<file path="src/hw/rtl/cbez_pkg.sv">
`default_nettype none

package cbez_pkg;

   // Field widths
   localparam int COORD_WIDTH   = 16;
   localparam int FRACTION_BITS = 16;
   localparam int STEP_WIDTH    = 10;
   localparam int RESULT_WIDTH  = 32;

   localparam int NUM_AXES   = 3;
   localparam int NUM_POINTS = 4;

   // Derived widths
   localparam int STEP_SQ_WIDTH = 2 * STEP_WIDTH;          // i^2, m^2, n^2
   localparam int STEP_X3_WIDTH = STEP_WIDTH + 2;          // 3*i, 3*m
   localparam int W_WIDTH       = 3 * STEP_WIDTH;          // weights, n^3, remainder
   localparam int PROD_WIDTH    = W_WIDTH + COORD_WIDTH;   // weighted sum (exact)
   localparam int QUO_WIDTH     = COORD_WIDTH + FRACTION_BITS;
   localparam int DIV_WIDTH     = W_WIDTH + QUO_WIDTH;     // dividend
   localparam int SAT_WIDTH     = QUO_WIDTH + RESULT_WIDTH;

   localparam int AXIS_X = 0;
   localparam int AXIS_Y = 1;
   localparam int AXIS_Z = 2;

   // Register map
   localparam int CSR_INDEX_WIDTH = 2;
   localparam logic [CSR_INDEX_WIDTH-1:0] CSR_START_X = 2'd0;
   localparam logic [CSR_INDEX_WIDTH-1:0] CSR_START_Y = 2'd1;
   localparam logic [CSR_INDEX_WIDTH-1:0] CSR_START_Z = 2'd2;

   typedef logic signed [COORD_WIDTH-1:0]  coord_type;
   typedef logic signed [RESULT_WIDTH-1:0] result_type;
   typedef logic        [STEP_WIDTH-1:0]   step_type;

   localparam coord_type START_X_RESET = coord_type'(0);
   localparam coord_type START_Y_RESET = coord_type'(12);
   localparam coord_type START_Z_RESET = coord_type'(-20);

   typedef logic [NUM_AXES-1:0][COORD_WIDTH-1:0] start_set_type;
   // offset-binary control points: [axis][point]
   typedef logic [NUM_AXES-1:0][NUM_POINTS-1:0][COORD_WIDTH-1:0] ctrl_all_type;

   typedef struct packed {
      coord_type ctrl_a_x;
      coord_type ctrl_a_y;
      coord_type ctrl_a_z;
      coord_type ctrl_b_x;
      coord_type ctrl_b_y;
      coord_type ctrl_b_z;
      coord_type end_x;
      coord_type end_y;
      coord_type end_z;
      step_type  step_index;
      step_type  step_count;
   } req_type;

   typedef struct packed {
      result_type point_x;
      result_type point_y;
      result_type point_z;
      logic       clamped;
   } rsp_type;

   // weights stage -> blend stage
   typedef struct packed {
      logic [NUM_POINTS-1:0][W_WIDTH-1:0] weight;
      logic [W_WIDTH-1:0]                 den;
      ctrl_all_type                       pts;
      logic                               clamped;
   } wt_type;

   // one slot of the divider pipe; bits holds dividend bits still to go at
   // the top and quotient bits already found at the bottom
   typedef struct packed {
      logic [NUM_AXES-1:0][W_WIDTH-1:0]   rem;
      logic [NUM_AXES-1:0][QUO_WIDTH-1:0] bits;
      logic [W_WIDTH-1:0]                 den;
      logic                               clamped;
   } div_type;

   function automatic logic [COORD_WIDTH-1:0] to_offset(input coord_type c);
      return {~c[COORD_WIDTH-1], c[COORD_WIDTH-2:0]};
   endfunction

   // quotient is offset binary; remove the offset and saturate
   function automatic result_type to_result(input logic [QUO_WIDTH-1:0] q);
      logic signed [QUO_WIDTH-1:0] v;
      logic signed [SAT_WIDTH-1:0] ext;
      logic signed [SAT_WIDTH-1:0] max_val;
      logic signed [SAT_WIDTH-1:0] min_val;
      v       = {~q[QUO_WIDTH-1], q[QUO_WIDTH-2:0]};
      ext     = {{RESULT_WIDTH{v[QUO_WIDTH-1]}}, v};
      max_val = {{(QUO_WIDTH+1){1'b0}}, {(RESULT_WIDTH-1){1'b1}}};
      min_val = {{(QUO_WIDTH+1){1'b1}}, {(RESULT_WIDTH-1){1'b0}}};
      if (ext > max_val) begin
         return max_val[RESULT_WIDTH-1:0];
      end else if (ext < min_val) begin
         return min_val[RESULT_WIDTH-1:0];
      end
      return ext[RESULT_WIDTH-1:0];
   endfunction

endpackage

`default_nettype wire

</file>
<file path="src/hw/rtl/cbez_weights.sv">
`default_nettype none

// Step clamp, then Bernstein weights (n-i)^3, 3i(n-i)^2, 3i^2(n-i), i^3 and n^3.
module cbez_weights (
   input  wire logic                   clock,
   input  wire logic                   reset,
   input  wire logic                   en,
   input  wire logic                   in_valid,
   input  wire cbez_pkg::req_type      in_word,
   input  wire cbez_pkg::start_set_type start_pt,
   output logic                        out_valid,
   output cbez_pkg::wt_type            out_word
);

   localparam int SW  = cbez_pkg::STEP_WIDTH;
   localparam int SQW = cbez_pkg::STEP_SQ_WIDTH;
   localparam int X3W = cbez_pkg::STEP_X3_WIDTH;
   localparam int WW  = cbez_pkg::W_WIDTH;

   // stage A: clamp
   logic                       a_valid_ff;
   logic [SW-1:0]              a_n_ff, a_i_ff, a_m_ff;
   logic                       a_clamped_ff;
   cbez_pkg::ctrl_all_type     a_pts_ff;
   logic [SW-1:0]              a_n_in, a_i_in, a_m_in;
   logic                       a_clamped_in;
   cbez_pkg::ctrl_all_type     a_pts_in;

   // stage B: squares and triples
   logic                       b_valid_ff;
   logic [SW-1:0]              b_n_ff, b_i_ff, b_m_ff;
   logic [SQW-1:0]             b_n2_ff, b_i2_ff, b_m2_ff;
   logic [X3W-1:0]             b_i3_ff, b_m3_ff;
   logic                       b_clamped_ff;
   cbez_pkg::ctrl_all_type     b_pts_ff;
   logic [SQW-1:0]             b_n2_in, b_i2_in, b_m2_in;
   logic [X3W-1:0]             b_i3_in, b_m3_in;

   // stage C: cubes
   logic                       c_valid_ff;
   cbez_pkg::wt_type           c_word_ff;
   cbez_pkg::wt_type           c_word_in;
   logic [WW+1:0]              w1_full, w2_full;

   always_comb begin
      a_n_in       = (in_word.step_count == '0) ? {{(SW-1){1'b0}}, 1'b1} : in_word.step_count;
      a_clamped_in = in_word.step_index > a_n_in;
      a_i_in       = a_clamped_in ? a_n_in : in_word.step_index;
      a_m_in       = a_n_in - a_i_in;

      a_pts_in[cbez_pkg::AXIS_X][0] = cbez_pkg::to_offset(start_pt[cbez_pkg::AXIS_X]);
      a_pts_in[cbez_pkg::AXIS_X][1] = cbez_pkg::to_offset(in_word.ctrl_a_x);
      a_pts_in[cbez_pkg::AXIS_X][2] = cbez_pkg::to_offset(in_word.ctrl_b_x);
      a_pts_in[cbez_pkg::AXIS_X][3] = cbez_pkg::to_offset(in_word.end_x);
      a_pts_in[cbez_pkg::AXIS_Y][0] = cbez_pkg::to_offset(start_pt[cbez_pkg::AXIS_Y]);
      a_pts_in[cbez_pkg::AXIS_Y][1] = cbez_pkg::to_offset(in_word.ctrl_a_y);
      a_pts_in[cbez_pkg::AXIS_Y][2] = cbez_pkg::to_offset(in_word.ctrl_b_y);
      a_pts_in[cbez_pkg::AXIS_Y][3] = cbez_pkg::to_offset(in_word.end_y);
      a_pts_in[cbez_pkg::AXIS_Z][0] = cbez_pkg::to_offset(start_pt[cbez_pkg::AXIS_Z]);
      a_pts_in[cbez_pkg::AXIS_Z][1] = cbez_pkg::to_offset(in_word.ctrl_a_z);
      a_pts_in[cbez_pkg::AXIS_Z][2] = cbez_pkg::to_offset(in_word.ctrl_b_z);
      a_pts_in[cbez_pkg::AXIS_Z][3] = cbez_pkg::to_offset(in_word.end_z);
   end

   always_comb begin
      b_n2_in = {{SW{1'b0}}, a_n_ff} * {{SW{1'b0}}, a_n_ff};
      b_i2_in = {{SW{1'b0}}, a_i_ff} * {{SW{1'b0}}, a_i_ff};
      b_m2_in = {{SW{1'b0}}, a_m_ff} * {{SW{1'b0}}, a_m_ff};
      b_i3_in = {2'b00, a_i_ff} + {1'b0, a_i_ff, 1'b0};
      b_m3_in = {2'b00, a_m_ff} + {1'b0, a_m_ff, 1'b0};
   end

   // every weight is at most n^3, so truncating the triple products is exact
   always_comb begin
      w1_full = {{(SW+2){1'b0}}, b_m2_ff} * {{SQW{1'b0}}, b_i3_ff};
      w2_full = {{(SW+2){1'b0}}, b_i2_ff} * {{SQW{1'b0}}, b_m3_ff};
      c_word_in.weight[0] = {{SW{1'b0}}, b_m2_ff} * {{SQW{1'b0}}, b_m_ff};
      c_word_in.weight[1] = w1_full[WW-1:0];
      c_word_in.weight[2] = w2_full[WW-1:0];
      c_word_in.weight[3] = {{SW{1'b0}}, b_i2_ff} * {{SQW{1'b0}}, b_i_ff};
      c_word_in.den       = {{SW{1'b0}}, b_n2_ff} * {{SQW{1'b0}}, b_n_ff};
      c_word_in.pts       = b_pts_ff;
      c_word_in.clamped   = b_clamped_ff;
   end

   always_ff @(posedge clock) begin
      if (reset) begin
         a_valid_ff <= 1'b0;
         b_valid_ff <= 1'b0;
         c_valid_ff <= 1'b0;
      end else if (en) begin
         a_valid_ff <= in_valid;
         b_valid_ff <= a_valid_ff;
         c_valid_ff <= b_valid_ff;
      end
   end

   always_ff @(posedge clock) begin
      if (en) begin
         a_n_ff       <= a_n_in;
         a_i_ff       <= a_i_in;
         a_m_ff       <= a_m_in;
         a_clamped_ff <= a_clamped_in;
         a_pts_ff     <= a_pts_in;

         b_n_ff       <= a_n_ff;
         b_i_ff       <= a_i_ff;
         b_m_ff       <= a_m_ff;
         b_n2_ff      <= b_n2_in;
         b_i2_ff      <= b_i2_in;
         b_m2_ff      <= b_m2_in;
         b_i3_ff      <= b_i3_in;
         b_m3_ff      <= b_m3_in;
         b_clamped_ff <= a_clamped_ff;
         b_pts_ff     <= a_pts_ff;

         c_word_ff    <= c_word_in;
      end
   end

   assign out_valid = c_valid_ff;
   assign out_word  = c_word_ff;

endmodule

`default_nettype wire

</file>
<file path="config.mk">
export PLATFORM = sky130hd
export DESIGN_NAME = cbez_weights
export DESIGN_NICKNAME = d
export VERILOG_FILES = /design/src/hw/rtl/cbez_pkg.sv /design/src/hw/rtl/cbez_weights.sv
export SDC_FILE = /design/constraint.sdc
export NUM_CORES = 2
export LEC_CHECK = 0
export ABC_AREA = 1
export BUFFER_PORTS_ARGS = -buffer_cell sky130_fd_sc_hd__buf_2
export CAP_MARGIN = 20
export CORE_AREA = 5 5 385 387
export CTS_BUF_LIST = sky130_fd_sc_hd__clkbuf_8
export DETAILED_ROUTE_END_ITERATION = 16
export DIE_AREA = 0 0 390 392
export HOLD_SLACK_MARGIN = 0.03
export PLACE_DENSITY = 0.75
export SYNTH_ARGS = -nofsm -noshare
export SYNTH_HDL_FRONTEND = slang
export SYNTH_SLANG_ARGS = --single-unit
</file>
<file path="constraint.sdc">
create_clock -name clock -period 6 [get_ports clock]
set_input_delay 0.3 -clock clock [delete_from_list [all_inputs] [get_ports clock]]
set_output_delay 0.3 -clock clock [all_outputs]
set_load 0.005 [all_outputs]
</file>
==> key figures <==
Clock tree
  • # H-tree levels: 4
  • Total CTS buffers: 145
  • Clock sink total: 867
  • Root buffer cell: clkbuf_8
  • CTS Hold Bufs: 249
  • Post-CTS setup buffers: 0
  • CTS clk-pin slew, worst paths: 0.06 ns
  • Clk Latency, worst-skew pair: 0.89 ns
  • Post-CTS Resized: 0
  • CTS tree: done
  • CTS max path bufs: 3

Worst setup path
  • Crit end category: register
  • Worst Reg-to-Reg Cells: 18
  • Top delay family on crit path: adder cells
  • Critical path origin: b_m_ff[1]
  • CP endpoint: out_word[238]
  • Number of buffers and inverters on the critical path: 5
  • CP cell instances: nand2_1 -> fa_1 -> inv_1 -> fa_1 -> inv_1 -> fa_1 -> inv_1 -> fa_1 -> inv_1 -> fa_1 -> inv_1 -> ha_1 -> a21oi_1 -> nor2_1 -> nor2_1 -> nand2_1 -> a21oi_1 -> xnor2_1
  • R2R Setup Slk: 0.28 ns
  • Slowest-stage cell, CP: edfxtp_1
  • Crit path max fanout: 19
  • Crit path required time: 6.58 ns
  • Max incr delay on CP: 0.95 ns
  • Stages on worst setup path: 18
  • RR Endpoint: out_word[238]
  • RR Startpoint: b_m_ff[1]
  • CP Launch Type: register
  • CP Data Arrival Time: 6.30 ns
  • WS Path Type: register to register

Drt
  • Post-DR vias/cell: 5.01
  • ANT nets after route: 0
  • DR vias: 50.7k
  • 1st-iter DRT viols: 3199
  • DRC: 0
  • Final wirelength: 170000 microns
  • Wirelength per Cell: 16.8 microns
  • DRT Pass-1 Iters: 5

Global route
  • Initial antenna violation count: 3
  • Grt total ovfl: 0
  • Number of global-route vias before repair: 53.9k
  • GRT Total Usage: 22.4%
  • Largest net degree at the start of global routing: 116
  • First-pass GRT wire length: 276000 microns

STA
  • Setup TNS Final: 0 ns
  • Final setup violation count: 0
  • RSZ-0062 raised after global routing: false
  • Slew margin rel.: 24.0%
  • Peak Freq: 0.175 GHz
  • Final Hold Viols: 0
  • Fin crit share: 95.4%
  • Slew Limit Fails: 0
  • Slew of the pin with the lowest slew margin: 1.14 ns
  • Min Tclk post-route: 5.72 ns
  • Worst Skew: 0.0555 ns

Floorplanning
  • Standard-cell rows: 140
  • Die Area: 0.153 sq mm
  • Ports: 560
  • Initial Util: 49.4%
  • Die Height: 392 microns
  • Core Region: 0.145 sq mm
  • Die W: 390 microns

Job
  • Max_cap viols: 0

Synthesis
  • Syn Area/Cell: 9.80 sq um
  • Synth unique cells: 45
  • Post-Syn Instances: 7289
  • Mapped Area: 0.0715 sq mm
  • Synth Register Bits: 867
  • Yosys warns: 0
  • Sequential share of the synthesized area: 36.4%
  • Top_reg_cell synth: edfxtp_1
  • EDFF count, synth: 864
  • Async SR Flop Fraction: 0%

Place
  • Global placement routability congestion: 0.927
  • Port Buffers: 559
  • Post-DP HPWL: 130000 microns

Status
  • Outcome: completed

Cells and area
  • Share of cells above drive strength 1: 10.7%
  • Synth-to-layout area growth: 14.5%
  • NumNets Final: 9722

Worst hold path
  • Hold Path Class: input port to register
worst reg2reg max path, delay by kind of cell (launching register included):
family | cells | cell delay, ns
compound gates | 2 | 0.52
buf+inv | 5 | 0.28
xor+xnor | 1 | 0.15
fa+ha+maj | 6 | 2.88
simple gates | 4 | 0.67
flops | 1 | 0.95
cell families after synthesis:
kind of cell / share of synthesized area [%]
compound gates: 3.19
xor+xnor: 2.02
other cells: 0.0105
fa+ha+maj: 34.2
flops: 36.4
buf+inv: 10.8
simple gates: 13.4
flip-flops by register name (all words and copies together), names as in the netlist, 11 cells and up:
register  count
b_m2_ff      18
b_m3_ff      11
b_i2_ff      18
a_pts_ff    192
b_pts_ff    192
b_n2_ff      18
b_i3_ff      11
out_word    342
how the worst min path moves through the flow:
| stage | from | endpoint | slack (ns) | depth (start not counted) |
|---|---|---|---|---|
| final | in_word[20] | a_pts_ff[176] | 0.15 | 2 |
| after global routing | in_word[68] | a_pts_ff[160] | 0.07 | 2 |
| after CTS | in_word[20] | a_pts_ff[176] | 0.03 | 2 |
| after detailed placement | a_pts_ff[119] | b_pts_ff[119] | 0.40 | 0 |
| after global placement | b_pts_ff[86] | out_word[87] | 0.40 | 0 |
| after floorplan | reset | a_valid_ff | 0.37 | 1 |
layout make-up:
class / instances / area, sq um
clock buffer: 147 / 2020
sequential: 867 / 26000
multi-input combinational: 4389 / 37800
clock inverter: 106 / 871
fill: 12300 / 62700
inverter: 1818 / 6820
timing repair buffer: 873 / 5890
tap: 1917 / 2400
antenna: 7 / 17.5
synth_stat cells (all sizes together) (3+ instances only):
cell	instances	share of area, %
buf	44	0.25
a21o	14	0.15
inv	1818	9.6
o31ai	4	0.042
and2	4	0.035
nor2	214	1.2
fa	900	25
xor2	116	1.4
a21boi	4	0.042
clkbuf	198	1.0
edfxtp	864	36
or2	5	0.047
nor3	43	0.35
o21a	8	0.084
xnor2	49	0.60
nand3	175	1.2
nor4	4	0.053
o21bai	22	0.23
o21ai	125	0.91
ha	512	9.0
a21oi	242	1.7
nand2	1837	9.7
dfxtp	3	0.084
nand4	74	0.65
through the flow:
| stage | hold WS (ns) | area [sq um] | utilization [%] | worst slack [ns] | std cells |
|---|---|---|---|---|---|
| final | 0.147 | 81800 | 56.6 | 0.278 | 10100 |
| after global routing | 0.0673 | 81800 | 56.6 | 0.0275 | 10100 |
| after CTS | 0.0303 | 81800 | 56.6 | 0.334 | 10100 |
| after detailed placement | 0.405 | 76400 | 52.9 | 0.358 | 9615 |
| after global placement | 0.400 | 76400 | 52.9 | 0.305 | 9615 |
| after floorplan | 0.369 | 71600 | - | 1.03 | 7316 |
metal layers:
metal | track usage [%] | share of wire, %
met1 | 28.2 | 40
met2 | 39.4 | 51
met4 | 7.06 | 2.8
met5 | 0 | 0.0088
met3 | 4.15 | 6.9
layout by cell type (no fill, tap or decap), drive strengths merged, types with 2 or more instances in the layout:
master,n
inv,1861
nand2,1837
fa,900
edfxtp,864
buf,624
ha,512
dlygate4sd3,249
a21oi,242
nor2,214
nand3,175
clkbuf,147
o21ai,125
xor2,116
nand4,74
clkinv,50
xnor2,49
nor3,43
conb,29
o21bai,22
a21o,14
bufinv,10
o21a,8
diode,7
or2,5
o31ai,4
a21boi,4
and2,4
nor4,4
dfxtp,3
clkinvlp,3
o211ai,2
nand3b,2
nor3b,2
Power is not shown: default switching activity piles up to over one toggle a cycle in this logic, so the estimate is an artifact.
