--- src/hw/rtl/cbez_pkg.sv ---
`default_nettype none

package cbez_pkg;

   // Field widths
   localparam int COORD_WIDTH   = 16;
   localparam int FRACTION_BITS = 16;
   localparam int STEP_WIDTH    = 10;
   localparam int RESULT_WIDTH  = 32;

   localparam int NUM_AXES   = 3;
   localparam int NUM_POINTS = 4;

   // Derived widths
   localparam int STEP_SQ_WIDTH = 2 * STEP_WIDTH;          // i^2, m^2, n^2
   localparam int STEP_X3_WIDTH = STEP_WIDTH + 2;          // 3*i, 3*m
   localparam int W_WIDTH       = 3 * STEP_WIDTH;          // weights, n^3, remainder
   localparam int PROD_WIDTH    = W_WIDTH + COORD_WIDTH;   // weighted sum (exact)
   localparam int QUO_WIDTH     = COORD_WIDTH + FRACTION_BITS;
   localparam int DIV_WIDTH     = W_WIDTH + QUO_WIDTH;     // dividend
   localparam int SAT_WIDTH     = QUO_WIDTH + RESULT_WIDTH;

   localparam int AXIS_X = 0;
   localparam int AXIS_Y = 1;
   localparam int AXIS_Z = 2;

   // Register map
   localparam int CSR_INDEX_WIDTH = 2;
   localparam logic [CSR_INDEX_WIDTH-1:0] CSR_START_X = 2'd0;
   localparam logic [CSR_INDEX_WIDTH-1:0] CSR_START_Y = 2'd1;
   localparam logic [CSR_INDEX_WIDTH-1:0] CSR_START_Z = 2'd2;

   typedef logic signed [COORD_WIDTH-1:0]  coord_type;
   typedef logic signed [RESULT_WIDTH-1:0] result_type;
   typedef logic        [STEP_WIDTH-1:0]   step_type;

   localparam coord_type START_X_RESET = coord_type'(0);
   localparam coord_type START_Y_RESET = coord_type'(12);
   localparam coord_type START_Z_RESET = coord_type'(-20);

   typedef logic [NUM_AXES-1:0][COORD_WIDTH-1:0] start_set_type;
   // offset-binary control points: [axis][point]
   typedef logic [NUM_AXES-1:0][NUM_POINTS-1:0][COORD_WIDTH-1:0] ctrl_all_type;

   typedef struct packed {
      coord_type ctrl_a_x;
      coord_type ctrl_a_y;
      coord_type ctrl_a_z;
      coord_type ctrl_b_x;
      coord_type ctrl_b_y;
      coord_type ctrl_b_z;
      coord_type end_x;
      coord_type end_y;
      coord_type end_z;
      step_type  step_index;
      step_type  step_count;
   } req_type;

   typedef struct packed {
      result_type point_x;
      result_type point_y;
      result_type point_z;
      logic       clamped;
   } rsp_type;

   // weights stage -> blend stage
   typedef struct packed {
      logic [NUM_POINTS-1:0][W_WIDTH-1:0] weight;
      logic [W_WIDTH-1:0]                 den;
      ctrl_all_type                       pts;
      logic                               clamped;
   } wt_type;

   // one slot of the divider pipe; bits holds dividend bits still to go at
   // the top and quotient bits already found at the bottom
   typedef struct packed {
      logic [NUM_AXES-1:0][W_WIDTH-1:0]   rem;
      logic [NUM_AXES-1:0][QUO_WIDTH-1:0] bits;
      logic [W_WIDTH-1:0]                 den;
      logic                               clamped;
   } div_type;

   function automatic logic [COORD_WIDTH-1:0] to_offset(input coord_type c);
      return {~c[COORD_WIDTH-1], c[COORD_WIDTH-2:0]};
   endfunction

   // quotient is offset binary; remove the offset and saturate
   function automatic result_type to_result(input logic [QUO_WIDTH-1:0] q);
      logic signed [QUO_WIDTH-1:0] v;
      logic signed [SAT_WIDTH-1:0] ext;
      logic signed [SAT_WIDTH-1:0] max_val;
      logic signed [SAT_WIDTH-1:0] min_val;
      v       = {~q[QUO_WIDTH-1], q[QUO_WIDTH-2:0]};
      ext     = {{RESULT_WIDTH{v[QUO_WIDTH-1]}}, v};
      max_val = {{(QUO_WIDTH+1){1'b0}}, {(RESULT_WIDTH-1){1'b1}}};
      min_val = {{(QUO_WIDTH+1){1'b1}}, {(RESULT_WIDTH-1){1'b0}}};
      if (ext > max_val) begin
         return max_val[RESULT_WIDTH-1:0];
      end else if (ext < min_val) begin
         return min_val[RESULT_WIDTH-1:0];
      end
      return ext[RESULT_WIDTH-1:0];
   endfunction

endpackage

`default_nettype wire

--- src/hw/rtl/cbez_div_stage.sv ---
`default_nettype none

// One restoring-division step on all three axes: one quotient bit each.
module cbez_div_stage (
   input  wire logic               clock,
   input  wire logic               reset,
   input  wire logic               en,
   input  wire logic               in_valid,
   input  wire cbez_pkg::div_type  in_word,
   output logic                    out_valid,
   output cbez_pkg::div_type       out_word
);

   localparam int NA = cbez_pkg::NUM_AXES;
   localparam int WW = cbez_pkg::W_WIDTH;
   localparam int QW = cbez_pkg::QUO_WIDTH;

   logic                 valid_ff;
   cbez_pkg::div_type    word_ff, word_in;
   logic [NA-1:0][WW:0]  trial;
   logic [NA-1:0][WW:0]  diff;
   logic [NA-1:0]        fits;

   always_comb begin
      for (int a = 0; a < NA; a++) begin
         trial[a] = {in_word.rem[a], in_word.bits[a][QW-1]};
         diff[a]  = trial[a] - {1'b0, in_word.den};
         fits[a]  = trial[a] >= {1'b0, in_word.den};
         word_in.rem[a]  = fits[a] ? diff[a][WW-1:0] : trial[a][WW-1:0];
         word_in.bits[a] = {in_word.bits[a][QW-2:0], fits[a]};
      end
      word_in.den     = in_word.den;
      word_in.clamped = in_word.clamped;
   end

   always_ff @(posedge clock) begin
      if (reset) begin
         valid_ff <= 1'b0;
      end else if (en) begin
         valid_ff <= in_valid;
      end
   end

   always_ff @(posedge clock) begin
      if (en) begin
         word_ff <= word_in;
      end
   end

   assign out_valid = valid_ff;
   assign out_word  = word_ff;

endmodule

`default_nettype wire

--- config.mk ---
export PLATFORM = sky130hd
export DESIGN_NAME = cbez_div_stage
export DESIGN_NICKNAME = d
export VERILOG_FILES = /design/src/hw/rtl/cbez_pkg.sv /design/src/hw/rtl/cbez_div_stage.sv
export SDC_FILE = /design/constraint.sdc
export NUM_CORES = 1
export LEC_CHECK = 0
export BUFFER_PORTS_ARGS = -buffer_cell sky130_fd_sc_hd__buf_2
export CAP_MARGIN = 20
export CORE_AREA = 2 2 172 174
export DETAILED_ROUTE_END_ITERATION = 12
export DIE_AREA = 0 0 174 176
export PLACE_DENSITY = 0.82
export SYNTH_ARGS = -nofsm -noshare
export SYNTH_HDL_FRONTEND = slang
export SYNTH_SLANG_ARGS = --single-unit
--- constraint.sdc ---
create_clock -name clock -period 3.3 [get_ports clock]
set_input_delay 0.66 -clock clock [delete_from_list [all_inputs] [get_ports clock]]
set_output_delay 0.66 -clock clock [all_outputs]
set_load 0.1 [all_outputs]
==> metrics.txt, run 1 <==
area delta synth->final 41.6%; Avg Inst Size Synth 11.3 um^2; synth cell count leaders 217 x edfxtp_1, 103 x nand2_1, 92 x a21oi_1; Crit path required time around 3.6 ns; Fillers 2379; vias per cell 5.40; RSZ-0062 raised after global routing false; clk slew on worst S/H paths 0.06 ns; crit end category flop; final setup vio count 0; leading area contributor after synthesis edfxtp_1; placed wire-length estimate about 36000 um; met2 usage 49.3%; Startpoint Class input port; layout cell share with drive strength beyond 1 approximately two fifths; Tcrit/Tclk final 94.5%; total number of vias 11500; Post-synth top flop edfxtp_1; Overflow after GRT 0; setup bufs post-CTS 0; HP Class in2reg; crit path max fanout 16; top-count cell post-synth edfxtp_1; drt wl/cell 21.0 um; Clock Sinks 218; Seq/Total Area, Yosys 53.2%; Layout Skew 0 ns; pwr dens 639 mW/mm^2; Final GP Congestion 0.944; pin count of the biggest net entering global routing 83; Synth Cell Area 0.0123 mm^2; count of cell types in the netlist a little under 70; Max Cap Viol 0; final setup TNS 0 ns; min setup slack post-route 0.182 ns; hold violation total from the final report 0; fin. max-slew vios 0; H-tree levels 1; Post-Syn Instances 1090; pre-CTS setup slack -0.260 ns; die area 0.0306 mm^2; Initial DRC Count 902; CP max-delay cell ha_1; leakage 0.00800 uW; CTS tree yes; Net count, final 2037; DRT Pass-1 Iters 5; FP Rows 62; CTS buffer count 26; clk_lat worst skew approximately 0.53 ns; met3 usage 6.31%; Cell Chain, Critical Path buf_2, inv_1, ha_1, a21o_1, or3_1, o211ai_1, a31oi_1, a221oi_1, o21ba_2, o21ai_4, buf_12, buf_4, nor2_1, a21oi_1; post-cts resize count 0; post-route ant nets 0; CTS Hold Bufs 0; vias in the first global route 11400; first-pass GRT wire length 66000 um; status complete, no violations; DRT Wirelength 44800 um; area share of the leading cell type in the synthesized netlist 53.0%; Reg area 0.00654 mm^2; die height roughly 180 um; area of the multi-input gates 0.00548 mm^2; I/O Pins 439; fin crit period ~3.1 ns; Synth area leaders edfxtp_1 53%, ha_1 9.2%, a21oi_1 3.7%; Die W 174 um; busiest grt layer met2; FMAX 321 MHz; critical path type in2reg; synth warn 0; Remaining DRCs 0; Finished Core Util 61.0%; PortBufs 438; max_slew headroom 54.9%; CP arrival 3.40 ns; global routing usage on met1 34.2%; CTS Root Buffer Type clkbuf_16; initial antenna violation count 7; initial cell density of the core 43.1%; Worst VDD drop between 0.4 and 0.5 mV; Yosys reg bits roughly 220; Core Footprint 0.0285 mm^2; total track usage 28.1%; share of flip-flops with an asynchronous set or reset 0%; Max Root-Sink Buffers 3; Post-Synthesis Net Count 1404; Crit path largest cell delay 0.33 ns; slew at the pin closest to its max-slew limit 0.673 ns; EDFF count, synth 217
[logic make-up (layout without fill, tap and decap cells)]
logic type	Yosys count	in the layout	share of synthesized area [%]
AO/OA/AOI/OAI	338	338	17.7
AND/OR/NAND/NOR	270	270	10.2
flip-flops	218	218	53.2
adder cells (fa/ha/maj)	93	93	9.65
buffers and inverters	82	735	2.62
XOR/XNOR	74	74	5.27
multiplexers	15	15	1.36
other	0	3	0
[where the power goes]
part / leakage, uW / internal [uW] / switching (uW)
clock: 0.000455 / 1880 / 1270
sequential: 0.00213 / 3440 / 92.8
combinational: 0.00542 / 1060 / 3370
total: 0.00800 / 6380 / 4730
[worst paths after layout]
check / from / endpoint / slack (ns) / depth (start not counted)
setup reg to reg: out_valid / out_valid / 2.69 / 2
hold / removal: in_word[82] / out_word[83] / 0.29 / 1
setup / recovery: in_word[5] / out_word[190] / 0.18 / 14
hold reg to reg: out_valid / out_valid / 0.53 / 2
[placed cells by master (no fill, tap or decap), types with 5 or more instances in the layout]
| master | count |
|---|---|
| buf_2 | 437 |
| edfxtp_1 | 217 |
| buf_4 | 191 |
| nand2_1 | 103 |
| a21oi_1 | 92 |
| ha_1 | 90 |
| o21ai_0 | 87 |
| nor2_1 | 64 |
| inv_1 | 50 |
| xnor2_1 | 45 |
| a21o_1 | 42 |
| xor2_1 | 29 |
| clkbuf_16 | 27 |
| nand3_1 | 20 |
| nor3_1 | 14 |
| o21a_1 | 13 |
| nand4_1 | 12 |
| nor2b_1 | 11 |
| and3_1 | 11 |
| nand2b_1 | 11 |
| o21bai_1 | 11 |
| o31ai_1 | 10 |
| o21ai_1 | 9 |
| a211oi_1 | 8 |
| mux2_1 | 7 |
| and2_1 | 7 |
| buf_12 | 7 |
| o211ai_1 | 6 |
| a31oi_1 | 6 |
| a211o_1 | 6 |
| o31a_1 | 6 |
| nor3b_1 | 5 |
| a311oi_1 | 5 |
[through the flow]
step	instances	total power, uW	hold WS, ns	area (um^2)
after detailed placement	2079	7990	0.520	16500
after global routing	2128	11500	0.270	17400
final	2130	11100	0.292	17400
after floorplan	1090	6820	0.732	12300
after global placement	2079	7940	0.477	16500
after CTS	2127	11200	0.268	17400
[final cells by class]
cell class / count / area share, %
clock inverters: 18 / 1.36
flip-flops and latches: 218 / 37.5
inverters: 51 / 1.10
multi-input cells: 790 / 31.4
repair buffers: 636 / 21.7
diodes: 3 / 0.0431
well taps: 384 / 2.76
clock buffers: 30 / 4.06
[critical path, delay by kind of cell]
family                   cells  cell delay, ns
buffers and inverters        4            0.52
AND/OR/NAND/NOR              2            0.48
adder cells (fa/ha/maj)      1            0.33
AO/OA/AOI/OAI                7            1.39
[metal layers]
layer	routed length [um]	vias to the layer above
met5	55	-
li1	-	5378
met3	3800	90
met1	17300	5490
met4	1520	8
met2	22100	526
[state kept, by name, summed over array words and instances (netlist names)]
| name | cells |
|---|---|
| out_valid | 1 |
| out_word | 217 |
No activity file was read; power rests on OpenSTA's default activity.
==> run 2, diff against run 1 <==
Settings changed: PLACE_DENSITY 0.82 to default, PLACE_DENSITY_LB_ADDON from default to 0.2.
==> run 2 against run 1 <==
Effect of this change: worst setup slack better by 0.12 ns; wire length decreased by 11%; critical path type unchanged; total power shrank 3.5%.
==> metrics.txt, run 2 (synthesis gave the netlist of run 1 again) <==
placed insts 2089 (+0.48%); pwr dens 617 mW/mm^2 (-3.4%); CTS Root Buffer Type clkbuf_16; Crit path required time 3.56 ns (-0.02 ns); Max Root-Sink Buffers 3 (unchanged); CP arrival 3.26 ns (-0.14 ns); CTS Hold Bufs 0 (unchanged); Cell Count, Final, Fillers Out 2138 (+0.38%); FP Rows 62 (unchanged); H-tree levels 1 (unchanged); Layout Skew 0 ns (unchanged); crit path max fanout 4 (-12); Fillers 2454 (+3.2%); max reg flops 217 (unchanged); switching pwr 4510 uW (-4.6%); Finished Core Util 60.9% (-0.074 points); clk_lat worst skew 0.52 ns (about the same); layout cell share with drive strength beyond 1 40.4% (-0.12 points); hold violation total from the final report 0 (unchanged); DRT Pass-1 Iters 5 (unchanged); Die W 174 um (unchanged); post-route ant nets 0 (unchanged); Clock Sinks 218 (unchanged); internal power 6210 uW (-2.7%); Final GP Congestion 0.913 (-3.2%); fin crit period 3.00 ns (-0.119 ns); hold slack 0.291 ns (-0.000590 ns); met2 usage 43.5% (-5.8 points); pre-CTS setup slack -0.252 ns (+0.00819 ns); RSZ-0062 raised after global routing false; post-cts resize count 0 (unchanged); switch share 42.1% (-0.50 points); busiest grt layer met2; PortBufs 438 (unchanged); max_slew headroom 56.9% (+2.1 points); initial antenna violation count 8 (+1); total number of vias 11000 (-4.5%); Overflow after GRT 0 (unchanged); total track usage 24.8% (-3.2 points); pin count of the biggest net entering global routing 77 (-7.2%); CTS tree yes; initial cell density of the core 43.1% (unchanged); commonest non-fill, non-tap cell in the layout buf_2; clock share of power 26.2% (-2.1 points); critical path type in2reg; Initial DRC Count 649 (-28%); Max Cap Viol 0 (unchanged); min setup slack post-route 0.301 ns (+0.119 ns); leakage 0.00801 uW (+0.11%); DRT Wirelength 39800 um (-11%); I/O Pins 439 (unchanged); met3 usage 4.97% (-1.3 points); Net count, final 2046 (+0.44%); Remaining DRCs 0 (unchanged); fin. max-slew vios 0 (unchanged); global routing usage on met1 31.0% (-3.3 points); most frequent cells in the layout 437 x buf_2, 217 x edfxtp_1, 200 x buf_4, 103 x nand2_1, 92 x a21oi_1; die height 176 um (unchanged); CTS buffer count 25 (-3.8%); Core Footprint 0.0285 mm^2 (unchanged); vias per cell 5.13 (-4.9%); HP Class in2reg; drt wl/cell 18.6 um (-11%); slew at the pin closest to its max-slew limit 0.646 ns (-0.0270 ns); first-pass GRT wire length 59000 um (-11%); vias in the first global route 10800 (-5.5%); Tcrit/Tclk final 90.9% (-3.6 points); crit end category flop; setup bufs post-CTS 0 (unchanged); area delta synth->final 41.4%; clk slew on worst S/H paths 0.06 ns (about the same); die area 0.0306 mm^2 (unchanged); status complete, no violations; FMAX 333 MHz (+4.0%); Startpoint Class input port; Reg power frac 32.8% (+1.0 points); Worst VDD drop 0.351 mV (-21%); final setup vio count 0 (unchanged); combinational share of power 41.0% (+1.1 points); placed wire-length estimate 32600 um (-9.7%)
## run 2: layout make-up
cell class,instances,area [um^2],share of cell area [%]
diodes,6,15.0,0.0863
clock buffers,30,644,3.71
clock inverters,13,183,1.05
inverters,51,191,1.10
multi-input cells,790,5480,31.5
flip-flops and latches,218,6540,37.6
well taps,384,480,2.76
repair buffers,646,3860,22.2
## run 2: path summary, 6_finish.rpt
path                                  from       endpoint  slack (ns)  depth (start not counted)
worst max-delay path            in_word[5]  out_word[152]        0.30                         13
worst max register to register   out_valid      out_valid        2.71                          2
worst min register to register   out_valid      out_valid        0.50                          2
worst min-delay path                 reset      out_valid        0.29                          2
## run 2: per-stage QoR
step                setup TNS, ns  total power (uW)  area [um^2]
floorplan                -0.00400              6820        12300
global placement            -5.83              7920        16500
detailed placement         -10.76              7960        16500
CTS                             0             10800        17400
global route                    0             11100        17400
finish                          0             10700        17400
## run 2: critical path: stages
cell	delay (ns)
buf_2	0.09
inv_1	0.08
ha_1	0.36
a21oi_1	0.23
nor3b_1	0.42
a21oi_1	0.14
nor2_1	0.16
o31ai_1	0.10
buf_4	0.16
a221o_1	0.35
a21oi_1	0.20
xor2_1	0.21
o21ai_0	0.11
## run 2: per-layer routing
layer / up-vias / part of all wire [%]
li1: 5384 / -
met1: 5152 / 41
met2: 366 / 49
met3: 67 / 6.9
met4: 4 / 2.7
met5: - / 0.075
## run 2: power groups by stage
stage                     registers (uW)  logic (uW)  clock network, uW
after detailed placement            3570        4380                  0
final                               3520        4400               2810
after global routing                3550        4600               2980
after global placement              3570        4350                  0
after floorplan                     5820        1000                  0
after CTS                           3520        4400               2880
==> run 3, diff against run 2 <==
Settings changed: CELL_PAD_IN_SITES_DETAIL_PLACEMENT from default to 0, CELL_PAD_IN_SITES_GLOBAL_PLACEMENT from default to 2, CORE_AREA 2 2 172 174 to default, CORE_MARGIN from default to 2, CORE_UTILIZATION from default to 28, DIE_AREA 0 0 174 176 to default, GPL_TIMING_DRIVEN from default to 0.
==> run 3 against run 2 <==
Effect of this change: clock power rose by 8.9%; largest cell class unchanged; wire length rose by 11%; sequential cell count did not move; combinational power fell by 4%; via count fell by 6.9%; total power rose by 0.49%.
==> metrics.txt, run 3 (synthesis gave the netlist of run 1 again) <==
Worst VDD drop 0.356 mV (+1.5%); CP max-delay cell or3_4; Layout Skew 0 ns (unchanged); Core Footprint 0.0432 mm^2 (+51%); final instance area 0.0165 mm^2 (-4.9%); first-pass GRT wire length 63100 um (+7.1%); met3 usage 4.47% (-0.51 points); H-tree levels 1 (unchanged); Die W 214 um (+23%); total track usage 18.6% (-6.2 points); fin. max-slew vios 0 (unchanged); FP Rows 76 (+23%); Startpoint Class input port; Clock Sinks 218 (unchanged); Cell Chain, Critical Path buf_2, clkinvlp_4, ha_1, buf_4, a211o_1, or3_4, nand2_2, a21oi_4, o21bai_4, buf_4, buf_4, buf_4, buf_4, a21oi_1, o31ai_2, nand3_1, a31o_1; Worst R2R Path Depth 2 (unchanged); Max Root-Sink Buffers 3 (unchanged); pin count of the biggest net entering global routing 102 (+32%); vias in the first global route 10300 (-4.4%); max_slew headroom 59.6% (+2.7 points); met2 usage 33.7% (-9.8 points); HP Class in2reg; drt wl/cell 20.4 um (+9.4%); Min-Delay Path Depth 1 (-1); CTS Hold Bufs 0 (unchanged); fin crit period 3.22 ns (+0.217 ns); max reg flops 217 (unchanged); commonest non-fill, non-tap cell in the layout buf_2; final setup TNS 0 ns (unchanged); I/O Pins 439 (unchanged); final setup vio count 0 (unchanged); initial cell density of the core 28.5% (-15 points); status complete, no violations; leakage 0.00716 uW (-11%); clk slew on worst S/H paths 0.07 ns (about the same); CTS buffer count 26 (+4.0%); placed insts 2115 (+1.2%); busiest grt layer met2; most frequent cells in the layout 440 x buf_2, 217 x edfxtp_1, 102 x nand2_1, 89 x a21oi_1, 88 x ha_1; Overflow after GRT 0 (unchanged); pwr dens 652 mW/mm^2 (+5.6%); PortBufs 438 (unchanged); Crit path largest cell delay 0.38 ns (-0.04 ns); CP arrival 3.53 ns (+0.27 ns); die area 0.0456 mm^2 (+49%); crit-path most repeated cell buf_4; placed wire-length estimate 35800 um (+9.7%); global routing usage on met1 22.5% (-8.5 points); DRT Wirelength 44200 um (+11%); CTS tree yes; post-route ant nets 0 (unchanged); hold violation total from the final report 0 (unchanged); layout cell share with drive strength beyond 1 35.3% (-5.1 points); crit end category flop; FMAX 311 MHz (-6.8%); initial antenna violation count 8 (unchanged); vias per cell 4.71 (-8.2%); Initial DRC Count 511 (-21%); Remaining DRCs 0 (unchanged); cell area after placement 0.0153 mm^2 (-7.6%); area delta synth->final 34.6%; Finished Core Util 38.3% (-23 points); crit path max fanout 10 (+6); critical path type in2reg; Tcrit/Tclk final 97.5% (+6.6 points); CTS Root Buffer Type clkbuf_16; total number of vias 10200 (-6.9%); Crit path required time 3.61 ns (+0.05 ns); Cell Count, Final, Fillers Out 2170 (+1.5%); DRT Pass-1 Iters 4 (-1); die height 214 um (+21%); Net count, final 1877 (-8.3%); Final GP Congestion 0.806 (-12%); clk_lat worst skew 0.53 ns (about the same); slew at the pin closest to its max-slew limit 0.605 ns (-0.0411 ns); Max Cap Viol 0 (unchanged)
[run 3: report_power, final]
group | internal (uW) | switching (uW) | total, uW
registers | 3440 | 68.5 | 3510
logic | 877 | 3340 | 4210
clock network | 1880 | 1180 | 3060
[run 3: layout make-up]
| type | instances | area, um^2 |
|---|---|---|
| diodes | 3 | 7.51 |
| multi-input cells | 790 | 5670 |
| clock inverters | 15 | 204 |
| inverters | 51 | 203 |
| well taps | 585 | 732 |
| flip-flops and latches | 218 | 6540 |
| plain buffers | 26 | 169 |
| clock buffers | 32 | 694 |
| fillers | 4439 | 26600 |
| repair buffers | 450 | 2330 |
[run 3: worst paths after layout]
kind / slack [ns] / to / from
setup / recovery: 0.08 / out_word[186] / in_word[14]
hold / removal: 0.27 / out_word[83] / in_word[82]
setup reg to reg: 2.72 / out_valid / out_valid
hold reg to reg: 0.50 / out_valid / out_valid
[run 3: repair_timing]
action | CTS | global route
setup buffers | 9 | 1
gates resized for setup | 38 | 32
setup endpoints to repair | 91 | 80
pin swaps | 5 | 7
[run 3: per-stage QoR]
| step | setup slack (ns) | total power [uW] | hold WS [ns] |
|---|---|---|---|
| 3_5_place_dp | -1.26 | 7710 | 0.489 |
| 5_1_grt | -0.000210 | 11200 | 0.253 |
| 3_3_place_gp | -1.67 | 7720 | 0.473 |
| 2_1_floorplan | -0.00400 | 6820 | 0.732 |
| 4_1_cts | 0.0120 | 10900 | 0.239 |
| 6_report | 0.0835 | 10800 | 0.272 |
[run 3: critical path, delay by kind of cell]
| family | cells | cell delay (ns) |
|---|---|---|
| fa+ha+maj | 1 | 0.33 |
| buf+inv | 7 | 0.89 |
| compound gates | 6 | 1.07 |
| simple gates | 3 | 0.57 |
[run 3: metal layers]
layer / wire (um) / part of all wire [%]
met5: 57 / 0.13
met4: 639 / 1.4
met3: 3100 / 7.0
met2: 22200 / 50
met1: 18200 / 41
